File: config.mk
export PLATFORM = sky130hd
export DESIGN_NAME = clipped_line_pixel_generator_top
export DESIGN_NICKNAME = d
export VERILOG_FILES = /design/src/sv/clpg_pkg.sv /design/src/sv/clpg_stepper.sv /design/src/sv/clpg_addr.sv /design/src/sv/clipped_line_pixel_generator_top.sv
export SDC_FILE = /design/constraint.sdc
export NUM_CORES = 1
export LEC_CHECK = 0
export ABC_AREA = 0
export BUFFER_PORTS_ARGS = -buffer_cell sky130_fd_sc_hd__buf_4
export CAP_MARGIN = 0
export CORE_MARGIN = 1.5
export CORE_UTILIZATION = 60
export CTS_BUF_LIST = sky130_fd_sc_hd__clkbuf_8 sky130_fd_sc_hd__clkbuf_16
export DETAILED_ROUTE_END_ITERATION = 8
export PLACE_DENSITY = 0.81
export SLEW_MARGIN = 20
export SYNTH_ARGS = -nofsm -noshare
export SYNTH_HDL_FRONTEND = slang
export SYNTH_SLANG_ARGS = --single-unit
File: constraint.sdc
create_clock -name aclk -period 6.9 [get_ports aclk]
set_input_delay 2.07 -clock aclk [delete_from_list [all_inputs] [get_ports aclk]]
set_output_delay 2.07 -clock aclk [all_outputs]
set_load 0.005 [all_outputs]
File: src/sv/clpg_pkg.sv
// shared types, constants and register codes for the clipped line pixel generator
package clpg_pkg;

    // coordinate width of the endpoint fields
    localparam int COORD_BITS = 16;
    localparam int DELTA_BITS = COORD_BITS + 1;
    localparam int COUNT_BITS = COORD_BITS + 1;
    localparam int ERR_BITS   = COORD_BITS + 1;

    // fixed field widths
    localparam int CLIP_BITS  = 15;
    localparam int PITCH_BITS = 16;
    localparam int COLOR_BITS = 8;
    localparam int ADDR_BITS  = 31;
    localparam int CFG_DATA_BITS  = PITCH_BITS;
    localparam int CFG_INDEX_BITS = 2;

    // compare width for clipping, wide enough for either side
    localparam int CMP_BITS = (COORD_BITS > CLIP_BITS) ? COORD_BITS : CLIP_BITS;

    // stream packing
    localparam int IN_FIELD_BITS  = 4 * COORD_BITS + COLOR_BITS;
    localparam int IN_DATA_BITS   = ((IN_FIELD_BITS + 7) / 8) * 8;
    localparam int OUT_FIELD_BITS = ADDR_BITS + COLOR_BITS;
    localparam int OUT_DATA_BITS  = ((OUT_FIELD_BITS + 7) / 8) * 8;
    localparam int OUT_PAD_BITS   = OUT_DATA_BITS - OUT_FIELD_BITS;

    typedef logic [COORD_BITS-1:0] coord_t;

    // item kind carried on tuser
    typedef enum logic {
        OP_LOAD    = 1'b0,
        OP_ADVANCE = 1'b1
    } op_t;

    // configuration register indexes
    typedef enum logic [CFG_INDEX_BITS-1:0] {
        CFG_LINE_PITCH  = 2'd0,
        CFG_CLIP_WIDTH  = 2'd1,
        CFG_CLIP_HEIGHT = 2'd2
    } cfg_index_t;

    // one accepted input transaction
    typedef struct packed {
        op_t                   op;
        coord_t                x_start;
        coord_t                y_start;
        coord_t                x_end;
        coord_t                y_end;
        logic [COLOR_BITS-1:0] color;
    } item_t;

    // one pixel between the stepper and the address stage
    typedef struct packed {
        logic [CLIP_BITS-1:0]  x;
        logic [CLIP_BITS-1:0]  y;
        logic [COLOR_BITS-1:0] color;
        logic                  in_bounds;
        logic                  last;
    } pixel_t;

    // one finished result
    typedef struct packed {
        logic [ADDR_BITS-1:0]  addr;
        logic [COLOR_BITS-1:0] color;
        logic                  in_bounds;
        logic                  last;
    } result_t;

endpackage

File: src/sv/clpg_stepper.sv
// line state and per-pixel bresenham step, feeding the pixel register
module clpg_stepper import clpg_pkg::*; (
    input  logic                 aclk,
    input  logic                 aresetn,
    input  logic                 item_valid,
    input  item_t                item,
    output logic                 item_take,
    input  logic [CLIP_BITS-1:0] clip_width,
    input  logic [CLIP_BITS-1:0] clip_height,
    output logic                 pix_valid,
    output pixel_t               pix,
    input  logic                 pix_take
);

    // line state
    coord_t                cur_x_reg, cur_x_next;
    coord_t                cur_y_reg, cur_y_next;
    logic [ERR_BITS-1:0]   err_reg, err_next;
    logic [COORD_BITS-1:0] major_reg, major_next;
    logic [COORD_BITS-1:0] minor_reg, minor_next;
    logic                  x_neg_reg, x_neg_next;
    logic                  y_neg_reg, y_neg_next;
    logic                  major_y_reg, major_y_next;
    logic [COUNT_BITS-1:0] left_reg, left_next;
    logic [COLOR_BITS-1:0] color_reg, color_next;
    logic                  active_reg, active_next;

    logic                  pix_valid_reg, pix_valid_next;
    pixel_t                pix_reg, pix_next;

    // load arithmetic
    logic [DELTA_BITS-1:0] dx, dy, dx_abs, dy_abs;
    logic [COORD_BITS-1:0] ax, ay;
    logic                  load_major_y;

    // advance arithmetic
    logic                  emit;
    logic                  last;
    logic                  in_clip;
    logic [ERR_BITS-1:0]   err_sum;
    logic                  minor_step;
    coord_t                x_stepped, y_stepped;

    // transaction moves on when the pixel register has room
    assign item_take = item_valid && (!pix_valid_reg || pix_take);
    assign emit      = item_take && (item.op == OP_ADVANCE) && active_reg;

    // endpoint deltas and magnitudes
    always_comb begin
        dx = {item.x_end[COORD_BITS-1], item.x_end}
           - {item.x_start[COORD_BITS-1], item.x_start};
        dy = {item.y_end[COORD_BITS-1], item.y_end}
           - {item.y_start[COORD_BITS-1], item.y_start};
        dx_abs = dx[DELTA_BITS-1] ? (~dx + DELTA_BITS'(1)) : dx;
        dy_abs = dy[DELTA_BITS-1] ? (~dy + DELTA_BITS'(1)) : dy;
        ax = dx_abs[COORD_BITS-1:0];
        ay = dy_abs[COORD_BITS-1:0];
        load_major_y = (ay >= ax);
    end

    // clipping and stepping from the current position
    always_comb begin
        in_clip = !cur_x_reg[COORD_BITS-1] && !cur_y_reg[COORD_BITS-1]
               && (CMP_BITS'(cur_x_reg) < CMP_BITS'(clip_width))
               && (CMP_BITS'(cur_y_reg) < CMP_BITS'(clip_height));
        last       = (left_reg <= COUNT_BITS'(1));
        err_sum    = err_reg + ERR_BITS'(minor_reg);
        minor_step = (err_sum >= ERR_BITS'(major_reg));
        x_stepped  = x_neg_reg ? (cur_x_reg - COORD_BITS'(1)) : (cur_x_reg + COORD_BITS'(1));
        y_stepped  = y_neg_reg ? (cur_y_reg - COORD_BITS'(1)) : (cur_y_reg + COORD_BITS'(1));
    end

    // next state
    always_comb begin
        cur_x_next   = cur_x_reg;
        cur_y_next   = cur_y_reg;
        err_next     = err_reg;
        major_next   = major_reg;
        minor_next   = minor_reg;
        x_neg_next   = x_neg_reg;
        y_neg_next   = y_neg_reg;
        major_y_next = major_y_reg;
        left_next    = left_reg;
        color_next   = color_reg;
        active_next  = active_reg;

        pix_next.x         = CLIP_BITS'(cur_x_reg);
        pix_next.y         = CLIP_BITS'(cur_y_reg);
        pix_next.color     = color_reg;
        pix_next.in_bounds = in_clip;
        pix_next.last      = last;

        if (item_take && (item.op == OP_LOAD)) begin
            cur_x_next   = item.x_start;
            cur_y_next   = item.y_start;
            x_neg_next   = dx[DELTA_BITS-1] || (dx == '0);
            y_neg_next   = dy[DELTA_BITS-1] || (dy == '0);
            major_y_next = load_major_y;
            major_next   = load_major_y ? ay : ax;
            minor_next   = load_major_y ? ax : ay;
            err_next     = '0;
            left_next    = COUNT_BITS'(load_major_y ? ay : ax) + COUNT_BITS'(1);
            color_next   = item.color;
            active_next  = 1'b1;
        end else if (emit) begin
            if (last) begin
                left_next   = '0;
                active_next = 1'b0;
            end else begin
                left_next = left_reg - COUNT_BITS'(1);
                if (major_y_reg) begin
                    cur_y_next = y_stepped;
                end else begin
                    cur_x_next = x_stepped;
                end
                if (minor_step) begin
                    err_next = err_sum - ERR_BITS'(major_reg);
                    if (major_y_reg) begin
                        cur_x_next = x_stepped;
                    end else begin
                        cur_y_next = y_stepped;
                    end
                end else begin
                    err_next = err_sum;
                end
            end
        end

        // pixel register handshake
        if (emit) begin
            pix_valid_next = 1'b1;
        end else if (pix_take) begin
            pix_valid_next = 1'b0;
        end else begin
            pix_valid_next = pix_valid_reg;
        end
    end

    // state registers
    always_ff @(posedge aclk) begin
        if (!aresetn) begin
            cur_x_reg     <= '0;
            cur_y_reg     <= '0;
            err_reg       <= '0;
            major_reg     <= '0;
            minor_reg     <= '0;
            x_neg_reg     <= 1'b0;
            y_neg_reg     <= 1'b0;
            major_y_reg   <= 1'b0;
            left_reg      <= '0;
            color_reg     <= '0;
            active_reg    <= 1'b0;
            pix_valid_reg <= 1'b0;
        end else begin
            cur_x_reg     <= cur_x_next;
            cur_y_reg     <= cur_y_next;
            err_reg       <= err_next;
            major_reg     <= major_next;
            minor_reg     <= minor_next;
            x_neg_reg     <= x_neg_next;
            y_neg_reg     <= y_neg_next;
            major_y_reg   <= major_y_next;
            left_reg      <= left_next;
            color_reg     <= color_next;
            active_reg    <= active_next;
            pix_valid_reg <= pix_valid_next;
        end
    end

    // pixel payload
    always_ff @(posedge aclk) begin
        if (emit) begin
            pix_reg <= pix_next;
        end
    end

    assign pix_valid = pix_valid_reg;
    assign pix       = pix_reg;

endmodule

File: src/sv/clpg_addr.sv
// buffer address stage: y times pitch plus x into the output register
module clpg_addr import clpg_pkg::*; (
    input  logic                  aclk,
    input  logic                  aresetn,
    input  logic [PITCH_BITS-1:0] line_pitch,
    input  logic                  pix_valid,
    input  pixel_t                pix,
    output logic                  pix_take,
    output logic                  out_valid,
    output result_t               out_data,
    input  logic                  out_ready
);

    logic                            out_valid_reg, out_valid_next;
    result_t                         out_reg, out_next;
    logic [CLIP_BITS+PITCH_BITS-1:0] row_offset;

    // output register takes a pixel when empty or being drained
    assign pix_take = pix_valid && (!out_valid_reg || out_ready);

    // address, zero for clipped pixels
    always_comb begin
        row_offset         = pix.y * line_pitch;
        out_next.addr      = pix.in_bounds
                           ? (ADDR_BITS'(row_offset) + ADDR_BITS'(pix.x))
                           : '0;
        out_next.color     = pix.color;
        out_next.in_bounds = pix.in_bounds;
        out_next.last      = pix.last;

        if (pix_take) begin
            out_valid_next = 1'b1;
        end else if (out_ready) begin
            out_valid_next = 1'b0;
        end else begin
            out_valid_next = out_valid_reg;
        end
    end

    always_ff @(posedge aclk) begin
        if (!aresetn) begin
            out_valid_reg <= 1'b0;
        end else begin
            out_valid_reg <= out_valid_next;
        end
    end

    always_ff @(posedge aclk) begin
        if (pix_take) begin
            out_reg <= out_next;
        end
    end

    assign out_valid = out_valid_reg;
    assign out_data  = out_reg;

endmodule

File: src/sv/clipped_line_pixel_generator_top.sv
// Clipped line pixel generator: Bresenham stepping with clipping and buffer addressing.
// An advance transaction passes from the input register into the stepper's pixel register,
// then through the address multiply into the output register that drives m_.
// Throughput: one transaction per cycle, loads and advances alike, unless m_tready stalls;
// set by the stepper loop. Reset: synchronous active-low aresetn clears the configuration
// registers, the line state and all valid flags; no line is active afterwards.
module clipped_line_pixel_generator_top import clpg_pkg::*; (
    input  logic                      aclk,
    input  logic                      aresetn,
    // configuration write port
    input  logic                      cfg_we,
    input  logic [CFG_INDEX_BITS-1:0] cfg_index,
    input  logic [CFG_DATA_BITS-1:0]  cfg_wdata,
    // input stream
    input  logic                      s_tvalid,
    output logic                      s_tready,
    // x_start, y_start, x_end, y_end, line_color
    input  logic [IN_DATA_BITS-1:0]   s_tdata,
    // op
    input  logic                      s_tuser,
    // pixel stream
    output logic                      m_tvalid,
    input  logic                      m_tready,
    // pixel_address, pixel_color, zero padding
    output logic [OUT_DATA_BITS-1:0]  m_tdata,
    // in_bounds
    output logic                      m_tuser,
    output logic                      m_tlast
);

    logic [PITCH_BITS-1:0] pitch_reg;
    logic [CLIP_BITS-1:0]  width_reg;
    logic [CLIP_BITS-1:0]  height_reg;

    logic    in_valid_reg, in_valid_next;
    item_t   in_reg, in_next;
    logic    item_take;
    logic    pix_valid;
    pixel_t  pix;
    logic    pix_take;
    logic    out_valid;
    result_t out_data;

    // configuration registers, unknown indexes ignored
    always_ff @(posedge aclk) begin
        if (!aresetn) begin
            pitch_reg  <= '0;
            width_reg  <= '0;
            height_reg <= '0;
        end else if (cfg_we) begin
            case (cfg_index)
                CFG_LINE_PITCH:  pitch_reg  <= cfg_wdata[PITCH_BITS-1:0];
                CFG_CLIP_WIDTH:  width_reg  <= cfg_wdata[CLIP_BITS-1:0];
                CFG_CLIP_HEIGHT: height_reg <= cfg_wdata[CLIP_BITS-1:0];
                default: ;
            endcase
        end
    end

    // input register
    assign s_tready = !in_valid_reg || item_take;

    always_comb begin
        in_next.op      = op_t'(s_tuser);
        in_next.x_start = s_tdata[0 +: COORD_BITS];
        in_next.y_start = s_tdata[COORD_BITS +: COORD_BITS];
        in_next.x_end   = s_tdata[2*COORD_BITS +: COORD_BITS];
        in_next.y_end   = s_tdata[3*COORD_BITS +: COORD_BITS];
        in_next.color   = s_tdata[4*COORD_BITS +: COLOR_BITS];
        in_valid_next   = s_tready ? s_tvalid : in_valid_reg;
    end

    always_ff @(posedge aclk) begin
        if (!aresetn) begin
            in_valid_reg <= 1'b0;
        end else begin
            in_valid_reg <= in_valid_next;
        end
    end

    always_ff @(posedge aclk) begin
        if (s_tready && s_tvalid) begin
            in_reg <= in_next;
        end
    end

    clpg_stepper u_stepper (
        .aclk        (aclk),
        .aresetn     (aresetn),
        .item_valid  (in_valid_reg),
        .item        (in_reg),
        .item_take   (item_take),
        .clip_width  (width_reg),
        .clip_height (height_reg),
        .pix_valid   (pix_valid),
        .pix         (pix),
        .pix_take    (pix_take)
    );

    clpg_addr u_addr (
        .aclk       (aclk),
        .aresetn    (aresetn),
        .line_pitch (pitch_reg),
        .pix_valid  (pix_valid),
        .pix        (pix),
        .pix_take   (pix_take),
        .out_valid  (out_valid),
        .out_data   (out_data),
        .out_ready  (m_tready)
    );

    // output stream
    assign m_tvalid = out_valid;
    assign m_tdata  = {OUT_PAD_BITS'(0), out_data.color, out_data.addr};
    assign m_tuser  = out_data.in_bounds;
    assign m_tlast  = out_data.last;

    // clipped pixels carry a zero address
    assert property (@(posedge aclk) disable iff (!aresetn)
        (m_tvalid && !m_tuser) |-> (m_tdata[ADDR_BITS-1:0] == '0))
        else $error("clipped pixel with nonzero address");

    // a waiting pixel is not lost while the output is stalled
    assert property (@(posedge aclk) disable iff (!aresetn)
        (pix_valid && m_tvalid && !m_tready) |=> pix_valid)
        else $error("pixel dropped under output stall");

    // nothing leaves the block straight after reset
    assert property (@(posedge aclk)
        !aresetn |=> (!m_tvalid && !pix_valid))
        else $error("valid raised out of reset");

endmodule
==> results of run 1 <==
==> area by class of cell <==
type                    instances  area share, %
multi-input cells            2099           56.9
repair buffers                203           5.19
flip-flops and latches        313           26.5
clock inverters                25          0.841
well taps                     585           2.48
inverters                     380           4.85
clock buffers                  40           3.24
==> cell usage in the layout, fill, tap and decap left out, types with 13 or more instances in the layout <==
master / netlist / routed
dfxtp_1: 159 / 158
ha_1: 244 / 244
a222oi_1: 28 / 28
nor2_1: 149 / 146
and2_1: 138 / 138
nand2b_1: 15 / 15
clkbuf_16: 0 / 36
o21a_1: 20 / 20
o21ai_0: 83 / 83
nor4_1: 13 / 13
or3_1: 14 / 14
nor3_1: 44 / 44
o22ai_1: 14 / 13
edfxtp_1: 154 / 154
a211oi_1: 18 / 18
fa_1: 200 / 200
nand3_1: 35 / 35
o21bai_1: 19 / 19
xor2_1: 41 / 40
and3_1: 16 / 16
inv_1: 380 / 384
o211ai_1: 15 / 15
nor2b_1: 22 / 20
a21oi_1: 225 / 225
a21o_1: 54 / 54
mux2i_1: 32 / 32
buf_4: 7 / 202
xnor2_1: 102 / 102
nand2_1: 384 / 384
==> power breakdown <==
| group | switching [uW] | total [uW] | internal (uW) |
|---|---|---|---|
| sequential | 100 | 2160 | 2060 |
| combinational | 1940 | 3210 | 1270 |
| clock | 809 | 1960 | 1150 |
| total | 2850 | 7330 | 4480 |
==> worst max-delay path, stage by stage (launching register included) <==
cell and delay [ns]:
edfxtp_1 0.52, and2_1 0.24, fa_1 0.54, inv_1 0.05, fa_1 0.48, inv_1 0.05, fa_1 0.50, inv_1 0.06
fa_1 0.53, inv_1 0.05, fa_1 0.49, fa_1 0.41, ha_1 0.39, nand2_1 0.10, o311ai_0 0.56, nand3_1 0.20
a21oi_1 0.37, o41ai_2 0.14, nor2b_1 0.18, o21a_1 0.17, o21ai_0 0.10, xnor2_1 0.13, and2_1 0.14
==> metal layers <==
metal / share of wire (%) / GRT usage [%]
met4: 4.0 / 12.4
met5: 0 / 0
met1: 40 / 38.5
met2: 49 / 53.3
met3: 6.4 / 4.19
==> per-stage QoR <==
stage | power [uW] | util [%] | worst slack (ns)
floorplan | 4560 | - | 0.511
global placement | 5220 | 65.0 | 0.310
detailed placement | 5320 | 65.0 | 0.114
CTS | 7300 | 67.8 | 0.108
global route | 7740 | 68.1 | 0.00239
finish | 7330 | 68.1 | 0.236
==> final timing paths <==
| path | depth (start not counted) | end | slack (ns) |
|---|---|---|---|
| worst max-delay path | 22 | u_addr.out_data[35] | 0.24 |
| worst min-delay path | 0 | u_addr.out_data[5] | 0.42 |
| worst max register to register | 22 | u_addr.out_data[35] | 0.24 |
| worst min register to register | 0 | u_addr.out_data[5] | 0.42 |
==> timing repair <==
| action | 4_1_cts | 5_1_grt |
|---|---|---|
| hold buffers | 0 | 0 |
| setup buffers | 0 | 11 |
| endpoints found under the hold margin | 0 | 0 |
| gates resized for setup | 0 | 5 |
| setup endpoints to repair | 0 | 11 |
==> cells by family (layout without fill, tap and decap cells) <==
group                    after synthesis  after routing  synth area share (%)
other                                  1              1                0.0142
adder cells (fa/ha/maj)              444            444                  26.7
XOR/XNOR                             144            144                  4.81
AO/OA/AOI/OAI                        586            586                  14.2
flip-flops                           313            313                  29.6
multiplexers                          33             33                  1.27
buffers and inverters                489            648                  7.20
AND/OR/NAND/NOR                      891            891                  16.1
==> summary.log, run 1 <==
INFO  status         run_status=finished, final reports clean
INFO  clock_network  clock_path_buffers=3
INFO  drt            vias=21,400
INFO  global_route   grt_remaining_overflow=0
INFO  finish         syn_to_final_growth=11.6%
INFO  clock_network  clock_sink_count=313
INFO  finish         final_nets=3,573
INFO  setup_path     critical_path.startpoint=u_stepper.pix[13]
INFO  place          port_buffers=138
INFO  power_and_ir_drop cellPowerDensity=249mW/mm^2
INFO  finish         post_route_non_filler_standard_cell_count=3,645
INFO  hold_path      hp_class=flop to flop
INFO  drt            drc=0
INFO  clock_network  cts_htree_levels=2
INFO  logic_synthesis syn_area=0.0264mm^2
INFO  logic_synthesis leading_post_synthesis_cells_by_cell_area=edfxtp_1 (18%), fa_1 (15%), dfxtp_1 (12%)
INFO  timing         fin_hold_ws=0.418ns
INFO  drt            detail_route.first_pass.iterations=6
INFO  logic_synthesis synth_enable_flop_cells=154
INFO  global_route   grt_pass1_wl=109mm
INFO  global_route   grt_antenna_before_repair=0
INFO  finish         antennaDiodeCount=0
INFO  finish         multi_input_area=0.0168mm^2
INFO  die            boundaryPins=140
INFO  die            die_height=213um
INFO  logic_synthesis synth.net_count=3,441
INFO  logic_synthesis netlist_instances=2,901
INFO  timing         grt_setup_unrepaired=no
INFO  power_and_ir_drop leakagePower=0.0133uW
INFO  timing         final_critical_path_required_period=6.66ns
INFO  setup_path     worstReg2RegStart=u_stepper.pix[13]
INFO  logic_synthesis syn_avg_cell_area=9.10um^2
INFO  logic_synthesis yosys_warnings=0
INFO  finish         stdcell_area=0.0295mm^2
INFO  power_and_ir_drop vdd_ir_drop_max=0.344mV
INFO  clock_network  tritoncts.num_buffers=36
INFO  finish         final_layout_size_suffix_gt1_share=10.2%
INFO  logic_synthesis yosysUniqueCellTypes=92
INFO  hold_path      hp-start=u_stepper.pix[5]
INFO  logic_synthesis ys_async_sr_fraction=0%
INFO  place          area_of_placed_instances=0.0281mm^2
INFO  place          post-dp-hpwl=53.4mm
INFO  logic_synthesis synth_area_leader_cell=edfxtp_1
INFO  die            die_w=213um
INFO  setup_path     worstPathMaxFanout=9
INFO  timing         finClkSkew=0.0186ns
INFO  logic_synthesis yosys_register_bits=313
INFO  place          placed_cells=3,569
INFO  logic_synthesis most_repeated_cell_in_the_gate_level_netlist_after_synthesis=nand2_1
INFO  setup_path     critical_path_capture_point_type=flop
INFO  job            cap_violations=0
INFO  logic_synthesis ys_dominant_reg_cell=dfxtp_1
INFO  timing         timing.final.setup_violations=0
INFO  clock_network  clk_pin_slew=0.06ns
INFO  timing         totalNegativeSetupSlack=0ns
INFO  timing         max_clock_freq=150MHz
INFO  global_route   grt_pass1_vias=21,400
INFO  clock_network  clockRootBuffer=clkbuf_16
INFO  timing         final_min_period_over_clock_period=96.6%
INFO  clock_network  worst_skew_pair_latency=0.56ns
INFO  setup_path     cp-start-kind=flop
INFO  setup_path     arrival=6.97ns
INFO  drt            vias_per_cell=5.87
INFO  die            design.core.area=0.0433mm^2
INFO  global_route   grt_use_total=30.6%
INFO  logic_synthesis netlist_top_cells_count=nand2_1 (384), inv_1 (380), ha_1 (244)
INFO  timing         timing_worst_slew_pin_value=1.01ns
INFO  die            die_area=0.0452mm^2
INFO  die            num_rows=76
INFO  timing         finalHoldViolCount=0
INFO  drt            routed_wl=68.5mm
INFO  setup_path     worstSetupPathType=flop to flop
INFO  drt            routed_wire_length_per_instance=18.8um
INFO  clock_network  cts_tree=yes
INFO  logic_synthesis seq_total_area_yosys=29.6%
INFO  finish         n_fill_cell=3,423
INFO  finish         sequential_cell_area=0.00781mm^2
INFO  global_route   grt_start_max_net_pins=104
INFO  die            start_util=61.0%
INFO  drt            postRouteAntennaNets=0
INFO  drt            dr.first_iter.drc_count=1,769
INFO  setup_path     worst-endpoint-required=7.20ns
INFO  place          place_congestion=0.966
INFO  timing         drv_slew=0
INFO  logic_synthesis synth_top_area_share=17.5%
INFO  timing         slew_headroom=33.0%
INFO  finish         flip_flop_count_of_the_largest_register_all_copies_and_words_added=73
No activity file was read; power rests on OpenSTA's default activity.
==> inputs of run 2 (changes only) <==
--- a/config.mk
+++ b/config.mk
@@ -5,7 +5,7 @@
 export SDC_FILE = /design/constraint.sdc
 export NUM_CORES = 1
 export LEC_CHECK = 0
-export ABC_AREA = 0
+export ABC_AREA = 1
 export BUFFER_PORTS_ARGS = -buffer_cell sky130_fd_sc_hd__buf_4
 export CAP_MARGIN = 0
 export CORE_MARGIN = 1.5
==> summary.log, run 2 <==
INFO  setup_path     arrival=6.80ns
INFO  clock_network  clk_pin_slew=0.06ns
INFO  clock_network  clock_sink_count=313
INFO  logic_synthesis synth_area_leader_cell=edfxtp_1
INFO  hold_path      number_of_cells_on_the_worst_hold_path=0
INFO  timing         final_critical_path_required_period=6.51ns
INFO  power_and_ir_drop cellPowerDensity=268mW/mm^2
INFO  logic_synthesis ys_async_sr_fraction=0%
INFO  setup_path     critical_path.startpoint=u_stepper.pix[15]
INFO  global_route   grt_pass1_vias=22,600
INFO  clock_network  clock_path_buffers=3
INFO  finish         mostFrequentLayoutCell=nand2_1
INFO  setup_path     worstSetupPathType=flop to flop
INFO  die            die_height=217um
INFO  die            die_w=217um
INFO  clock_network  tritoncts.num_buffers=36
INFO  logic_synthesis syn_area=0.0275mm^2
INFO  clock_network  clockRootBuffer=clkbuf_16
INFO  power_and_ir_drop total_power=8130uW
INFO  timing         timing_worst_slew_pin_value=1.02ns
INFO  power_and_ir_drop share_comb_of_total_power=49.0%
INFO  setup_path     slowest_cell_on_the_critical_path=fa_1
INFO  place          port_buffers=138
INFO  global_route   grt_pass1_wl=109mm
INFO  logic_synthesis yosys_register_bits=313
INFO  logic_synthesis ys_dominant_reg_cell=dfxtp_1
INFO  job            cap_violations=0
INFO  die            num_rows=78
INFO  place          detailedPlace.worstSlack=0.0807ns
INFO  global_route   grt_antenna_before_repair=0
INFO  setup_path     worstReg2RegStart=u_stepper.pix[15]
INFO  timing         drv_slew=0
INFO  timing         fin_hold_ws=0.419ns
INFO  timing         finalHoldViolCount=0
INFO  setup_path     worst_reg2reg_endpoint=u_addr.out_data[39]
INFO  setup_path     worstPathMaxFanout=10
INFO  finish         antennaDiodeCount=0
INFO  logic_synthesis most_repeated_cell_in_the_gate_level_netlist_after_synthesis=nand2_1
INFO  place          post-dp-hpwl=50.7mm
INFO  power_and_ir_drop clock_network_fraction_of_design_power=24.2%
INFO  logic_synthesis yosysUniqueCellTypes=61
INFO  timing         grt_setup_unrepaired=no
INFO  timing         finClkSkew=0.0200ns
INFO  clock_network  cts_tree=yes
INFO  timing         finalWorstSetupSlack=0.392ns
INFO  finish         final_nets=4,156
INFO  finish         post_route_non_filler_standard_cell_count=4,244
INFO  global_route   grt_use_total=28.5%
INFO  setup_path     reg2regPathDepth=28
INFO  logic_synthesis netlist_instances=3,527
INFO  setup_path     cp_max_stage_delay=0.57ns
INFO  drt            routed_wl=65.2mm
INFO  finish         layout_common_cells=nand2_1 (771), inv_1 (698), a21oi_1 (282), ha_1 (244), fa_1 (200)
INFO  status         run_status=finished, final reports clean
INFO  power_and_ir_drop cell_internal_pwr=4570uW
INFO  finish         flip_flop_count_of_the_largest_register_all_copies_and_words_added=73
INFO  logic_synthesis yosys_warnings=0
INFO  die            start_util=60.7%
INFO  die            die_area=0.0471mm^2
INFO  timing         slew_headroom=32.1%
INFO  logic_synthesis syn_avg_cell_area=7.80um^2
INFO  logic_synthesis netlist_top_cells_count=nand2_1 (771), inv_1 (695), a21oi_1 (284)
INFO  hold_path      worst_hold_path.endpoint=u_addr.out_data[8]
INFO  timing         final_min_period_over_clock_period=94.3%
INFO  place          place_congestion=0.936
INFO  die            boundaryPins=140
INFO  finish         syn_to_final_growth=10.3%
INFO  finish         final_layout_size_suffix_gt1_share=9.41%
INFO  power_and_ir_drop leakagePower=0.0154uW
INFO  clock_network  cts_htree_levels=2
INFO  clock_network  cts.hold.buffers_added=0
INFO  timing         totalNegativeSetupSlack=0ns
INFO  hold_path      hp_class=flop to flop
INFO  setup_path     cp-start-kind=flop
INFO  drt            vias=22,800
INFO  logic_synthesis synth.net_count=4,067
INFO  clock_network  worst_skew_pair_latency=0.56ns
INFO  setup_path     worst-endpoint-required=7.20ns
INFO  logic_synthesis leading_post_synthesis_cells_by_cell_area=edfxtp_1 (17%), fa_1 (15%), dfxtp_1 (12%)
INFO  place          placed_cells=4,175
INFO  drt            vias_per_cell=5.38
INFO  power_and_ir_drop power.share.switching=43.8%
INFO  power_and_ir_drop vdd_ir_drop_max=0.260mV
INFO  drt            dr.first_iter.drc_count=1,783
INFO  timing         max_clock_freq=154MHz
INFO  drt            drc=0
INFO  die            design.core.area=0.0453mm^2
INFO  drt            postRouteAntennaNets=0
INFO  logic_synthesis synth_top_area_share=16.8%
INFO  logic_synthesis seq_total_area_yosys=28.4%
INFO  drt            routed_wire_length_per_instance=15.4um
INFO  setup_path     critical_path_capture_point_type=flop
INFO  power_and_ir_drop share_seq_of_total_power=26.8%
INFO  power_and_ir_drop power.switching=3570uW
INFO  hold_path      hp-start=u_stepper.pix[8]
INFO  drt            detail_route.first_pass.iterations=6
INFO  setup_path     crit_path_frequent_cell=fa_1
INFO  logic_synthesis synth_enable_flop_cells=154
INFO  setup_path     rrSetupSlack=0.39ns
INFO  global_route   grt_remaining_overflow=0
INFO  global_route   grt_start_max_net_pins=68
INFO  timing         timing.final.setup_violations=0
==> run 2: cell count changes after synthesis, sizes merged, moves of 35 or more <==
| cell | previous run | this run |
|---|---|---|
| a21o | 54 | 6 |
| a21oi | 227 | 287 |
| and2 | 138 | 3 |
| clkbuf | 87 | 125 |
| inv | 380 | 708 |
| nand2 | 386 | 798 |
| nand3 | 35 | 165 |
| nor2 | 150 | 197 |
| nor3 | 47 | 12 |
| o21ai | 95 | 183 |
| xnor2 | 102 | 30 |
==> run 2: stage by stage <==
step	utilization, %	cell area, um^2
CTS	66.9	30300
global placement	64.2	29100
finish	67.0	30300
global route	67.0	30300
detailed placement	64.2	29100
floorplan	-	27500
==> run 2: cells by family after synthesis <==
| group | Yosys count | share of synthesized area (%) |
|---|---|---|
| AO/OA/AOI/OAI | 585 | 11.8 |
| XOR/XNOR | 88 | 2.83 |
| adder cells (fa/ha/maj) | 444 | 25.7 |
| buffers and inverters | 850 | 11.9 |
| flip-flops | 313 | 28.4 |
| other | 1 | 0.0136 |
| AND/OR/NAND/NOR | 1246 | 19.4 |
==> run 2: worst max path at each step <==
stage	end	cells after the start
2_1_floorplan	u_addr.out_data[39]	29
3_3_place_gp	u_addr.out_data[39]	28
3_5_place_dp	u_addr.out_data[39]	26
4_1_cts	u_addr.out_data[39]	26
5_1_grt	u_addr.out_data[39]	28
6_report	u_addr.out_data[39]	28
==> run 2: worst max-delay path, delay by kind of cell, from the launching register on <==
kind	cells	cell delay (ns)
AOI/OAI and AO/OA	10	1.58
adders and majority gates	7	3.22
buffers and inverters	5	0.46
DFF	1	0.48
and+or+nand+nor	6	0.51
==> run 2: power by group through the flow <==
stage / Combinational, uW / Sequential, uW / Clock, uW
floorplan: 3100 / 2160 / 0
global placement: 3810 / 2210 / 0
detailed placement: 3930 / 2210 / 0
CTS: 3960 / 2170 / 2000
global route: 4510 / 2190 / 2060
finish: 3980 / 2180 / 1970
==> run 2: final cells by class <==
| type | instances | area, um^2 |
|---|---|---|
| Clock buffer | 39 | 976 |
| Clock inverter | 27 | 236 |
| Fill cell | 3719 | 15000 |
| Inverter | 711 | 2670 |
| Multi-Input combinational cell | 2364 | 16500 |
| Sequential cell | 313 | 7810 |
| Tap cell | 600 | 751 |
| Timing Repair Buffer | 190 | 1430 |
==> run 2: metal layers <==
metal	vias to the layer above	global-route usage (%)	share of wire, %
met5	-	0	0
met4	0	11.2	3.3
met3	150	3.63	6.3
met2	710	49.6	48
met1	10600	35.9	42
li1	11300	-	-
==> run 2: timing repair <==
item / CTS / global route
setup endpoints to repair: 0 / 3
buffers inserted: 0 / 3
gates resized for setup: 0 / 7
==> inputs of run 3 (changes only) <==
--- a/config.mk
+++ b/config.mk
@@ -13,6 +13,7 @@
 export CTS_BUF_LIST = sky130_fd_sc_hd__clkbuf_8 sky130_fd_sc_hd__clkbuf_16
 export DETAILED_ROUTE_END_ITERATION = 8
 export PLACE_DENSITY = 0.81
+export REMOVE_ABC_BUFFERS = 1
 export SLEW_MARGIN = 20
 export SYNTH_ARGS = -nofsm -noshare
 export SYNTH_HDL_FRONTEND = slang
==> summary.log, run 3 (synthesis results as in run 2) <==
INFO  place          port_buffers=138
INFO  timing         finClkSkew=0.0109ns
INFO  setup_path     worst-endpoint-required=7.20ns
INFO  die            design.core.area=0.0453mm^2
INFO  place          post-dp-hpwl=50.2mm
INFO  job            cap_violations=0
INFO  finish         final_nets=4,160
INFO  drt            drc=0
INFO  timing         max_clock_freq=155MHz
INFO  power_and_ir_drop cellPowerDensity=267mW/mm^2
INFO  die            num_rows=78
INFO  drt            routed_wire_length_per_instance=15.2um
INFO  die            boundaryPins=140
INFO  timing         timing.final.setup_violations=0
INFO  power_and_ir_drop clock_network_fraction_of_design_power=24.2%
INFO  finish         flip_flop_count_of_the_largest_register_all_copies_and_words_added=73
INFO  drt            vias_per_cell=5.42
INFO  finish         sequential_cell_area=0.00781mm^2
INFO  drt            detail_route.first_pass.iterations=6
INFO  hold_path      hp_class=flop to flop
INFO  status         run_status=finished, final reports clean
INFO  setup_path     critical_path_capture_point_type=flop
INFO  clock_network  clock_path_buffers=3
INFO  global_route   grt_pass1_wl=108mm
INFO  global_route   grt_start_max_net_pins=81
INFO  finish         stdcell_area=0.0304mm^2
INFO  place          area_of_placed_instances=0.0291mm^2
INFO  timing         finalHoldViolCount=0
INFO  power_and_ir_drop power.switching=3540uW
INFO  drt            dr.first_iter.drc_count=1,699
INFO  clock_network  clk_pin_slew=0.06ns
INFO  drt            routed_wl=64.7mm
INFO  timing         timing_worst_slew_pin_value=1.04ns
INFO  global_route   grt_remaining_overflow=0
INFO  drt            vias=23,000
INFO  clock_network  clock_sink_count=313
INFO  global_route   grt_use_total=28.2%
INFO  power_and_ir_drop share_seq_of_total_power=26.9%
INFO  power_and_ir_drop share_comb_of_total_power=49.0%
INFO  finish         multi_input_area=0.0165mm^2
INFO  setup_path     worstPathMaxFanout=16
INFO  timing         final_critical_path_required_period=6.43ns
INFO  power_and_ir_drop vdd_ir_drop_max=0.241mV
INFO  die            die_w=217um
INFO  finish         layout_common_cells=nand2_1 (771), inv_1 (697), a21oi_1 (281), ha_1 (244), fa_1 (200)
INFO  drt            postRouteAntennaNets=0
INFO  timing         drv_slew=0
INFO  die            die_area=0.0471mm^2
INFO  setup_path     cp-start-kind=flop
INFO  finish         n_fill_cell=3,717
INFO  finish         final_layout_size_suffix_gt1_share=9.54%
INFO  power_and_ir_drop power.share.switching=43.7%
INFO  clock_network  tritoncts.num_buffers=37
INFO  timing         grt_setup_unrepaired=no
INFO  die            die_height=217um
INFO  clock_network  worst_skew_pair_latency=0.56ns
INFO  power_and_ir_drop leakagePower=0.0154uW
INFO  place          place_congestion=0.957
INFO  timing         final_min_period_over_clock_period=93.2%
INFO  finish         syn_to_final_growth=10.4%
INFO  power_and_ir_drop cell_internal_pwr=4560uW
INFO  finish         layout.core_utilization=67.0%
INFO  timing         fin_hold_ws=0.423ns
INFO  die            start_util=60.7%
INFO  clock_network  cts_htree_levels=2
INFO  power_and_ir_drop total_power=8090uW
INFO  global_route   grt_antenna_before_repair=0
INFO  clock_network  clockRootBuffer=clkbuf_16
INFO  clock_network  cts_tree=yes
INFO  setup_path     arrival=6.74ns
INFO  setup_path     worstSetupPathType=flop to flop
INFO  finish         mostFrequentLayoutCell=nand2_1
INFO  global_route   grt_pass1_vias=22,300
INFO  finish         antennaDiodeCount=0
INFO  clock_network  cts.hold.buffers_added=0
INFO  timing         slew_headroom=30.2%
-- run 3: repair_timing --
item                       in CTS  in global routing
setup endpoints to repair       0                  3
setup buffers                   0                  6
gates resized for setup         0                  9
-- run 3: power by group through the flow --
stage               Clock [uW]  Sequential [uW]  Combinational, uW
global placement             0             2210               3790
global route              2070             2180               4500
finish                    1960             2170               3960
floorplan                    0             2180               2940
detailed placement           0             2210               3900
CTS                       2000             2170               3920
-- run 3: per-stage QoR --
step / setup WS, ns / setup TNS, ns / std cells
after floorplan: -0.115 / -2.96 / 3388
after global placement: 0.303 / 0 / 4175
after detailed placement: 0.176 / 0 / 4175
after CTS: 0.182 / 0 / 4243
after global routing: 0.00263 / 0 / 4249
final: 0.467 / 0 / 4249
-- run 3: per-layer routing --
metal	global-route usage, %	wire length (um)	vias to the layer above
met5	0	0	-
met4	10.8	2150	0
met3	3.40	3980	128
met2	49.3	31400	713
met1	35.7	27200	10800
li1	-	-	11400
-- run 3: final timing paths --
path                     startpoint                   to  slack (ns)  cells after the start
hold / removal     u_stepper.pix[0]   u_addr.out_data[0]        0.42                      0
hold reg to reg    u_stepper.pix[0]   u_addr.out_data[0]        0.42                      0
setup reg to reg  u_stepper.pix[18]  u_addr.out_data[37]        0.47                     23
setup / recovery  u_stepper.pix[18]  u_addr.out_data[37]        0.47                     23
-- run 3: final cells by class --
cell class	instances	area share [%]
inverters	711	8.79
clock buffers	41	3.34
flip-flops and latches	313	25.7
clock inverters	27	0.655
repair buffers	193	4.77
multi-input cells	2364	54.2
well taps	600	2.47
-- run 3: worst max-delay path: stages (launching register included) --
cell      delay, ns
edfxtp_1       0.72
nand2_1        0.15
fa_1           0.47
fa_1           0.52
inv_1          0.06
fa_1           0.56
fa_1           0.44
fa_1           0.50
inv_1          0.05
fa_1           0.47
inv_1          0.04
ha_1           0.35
nand2_1        0.08
or2_2          0.30
nand3_1        0.19
a21boi_2       0.09
o21ai_1        0.26
a21oi_2        0.11
o21ai_1        0.22
a21boi_1       0.13
buf_4          0.14
buf_4          0.12
o21ai_0        0.14
a21oi_1        0.05
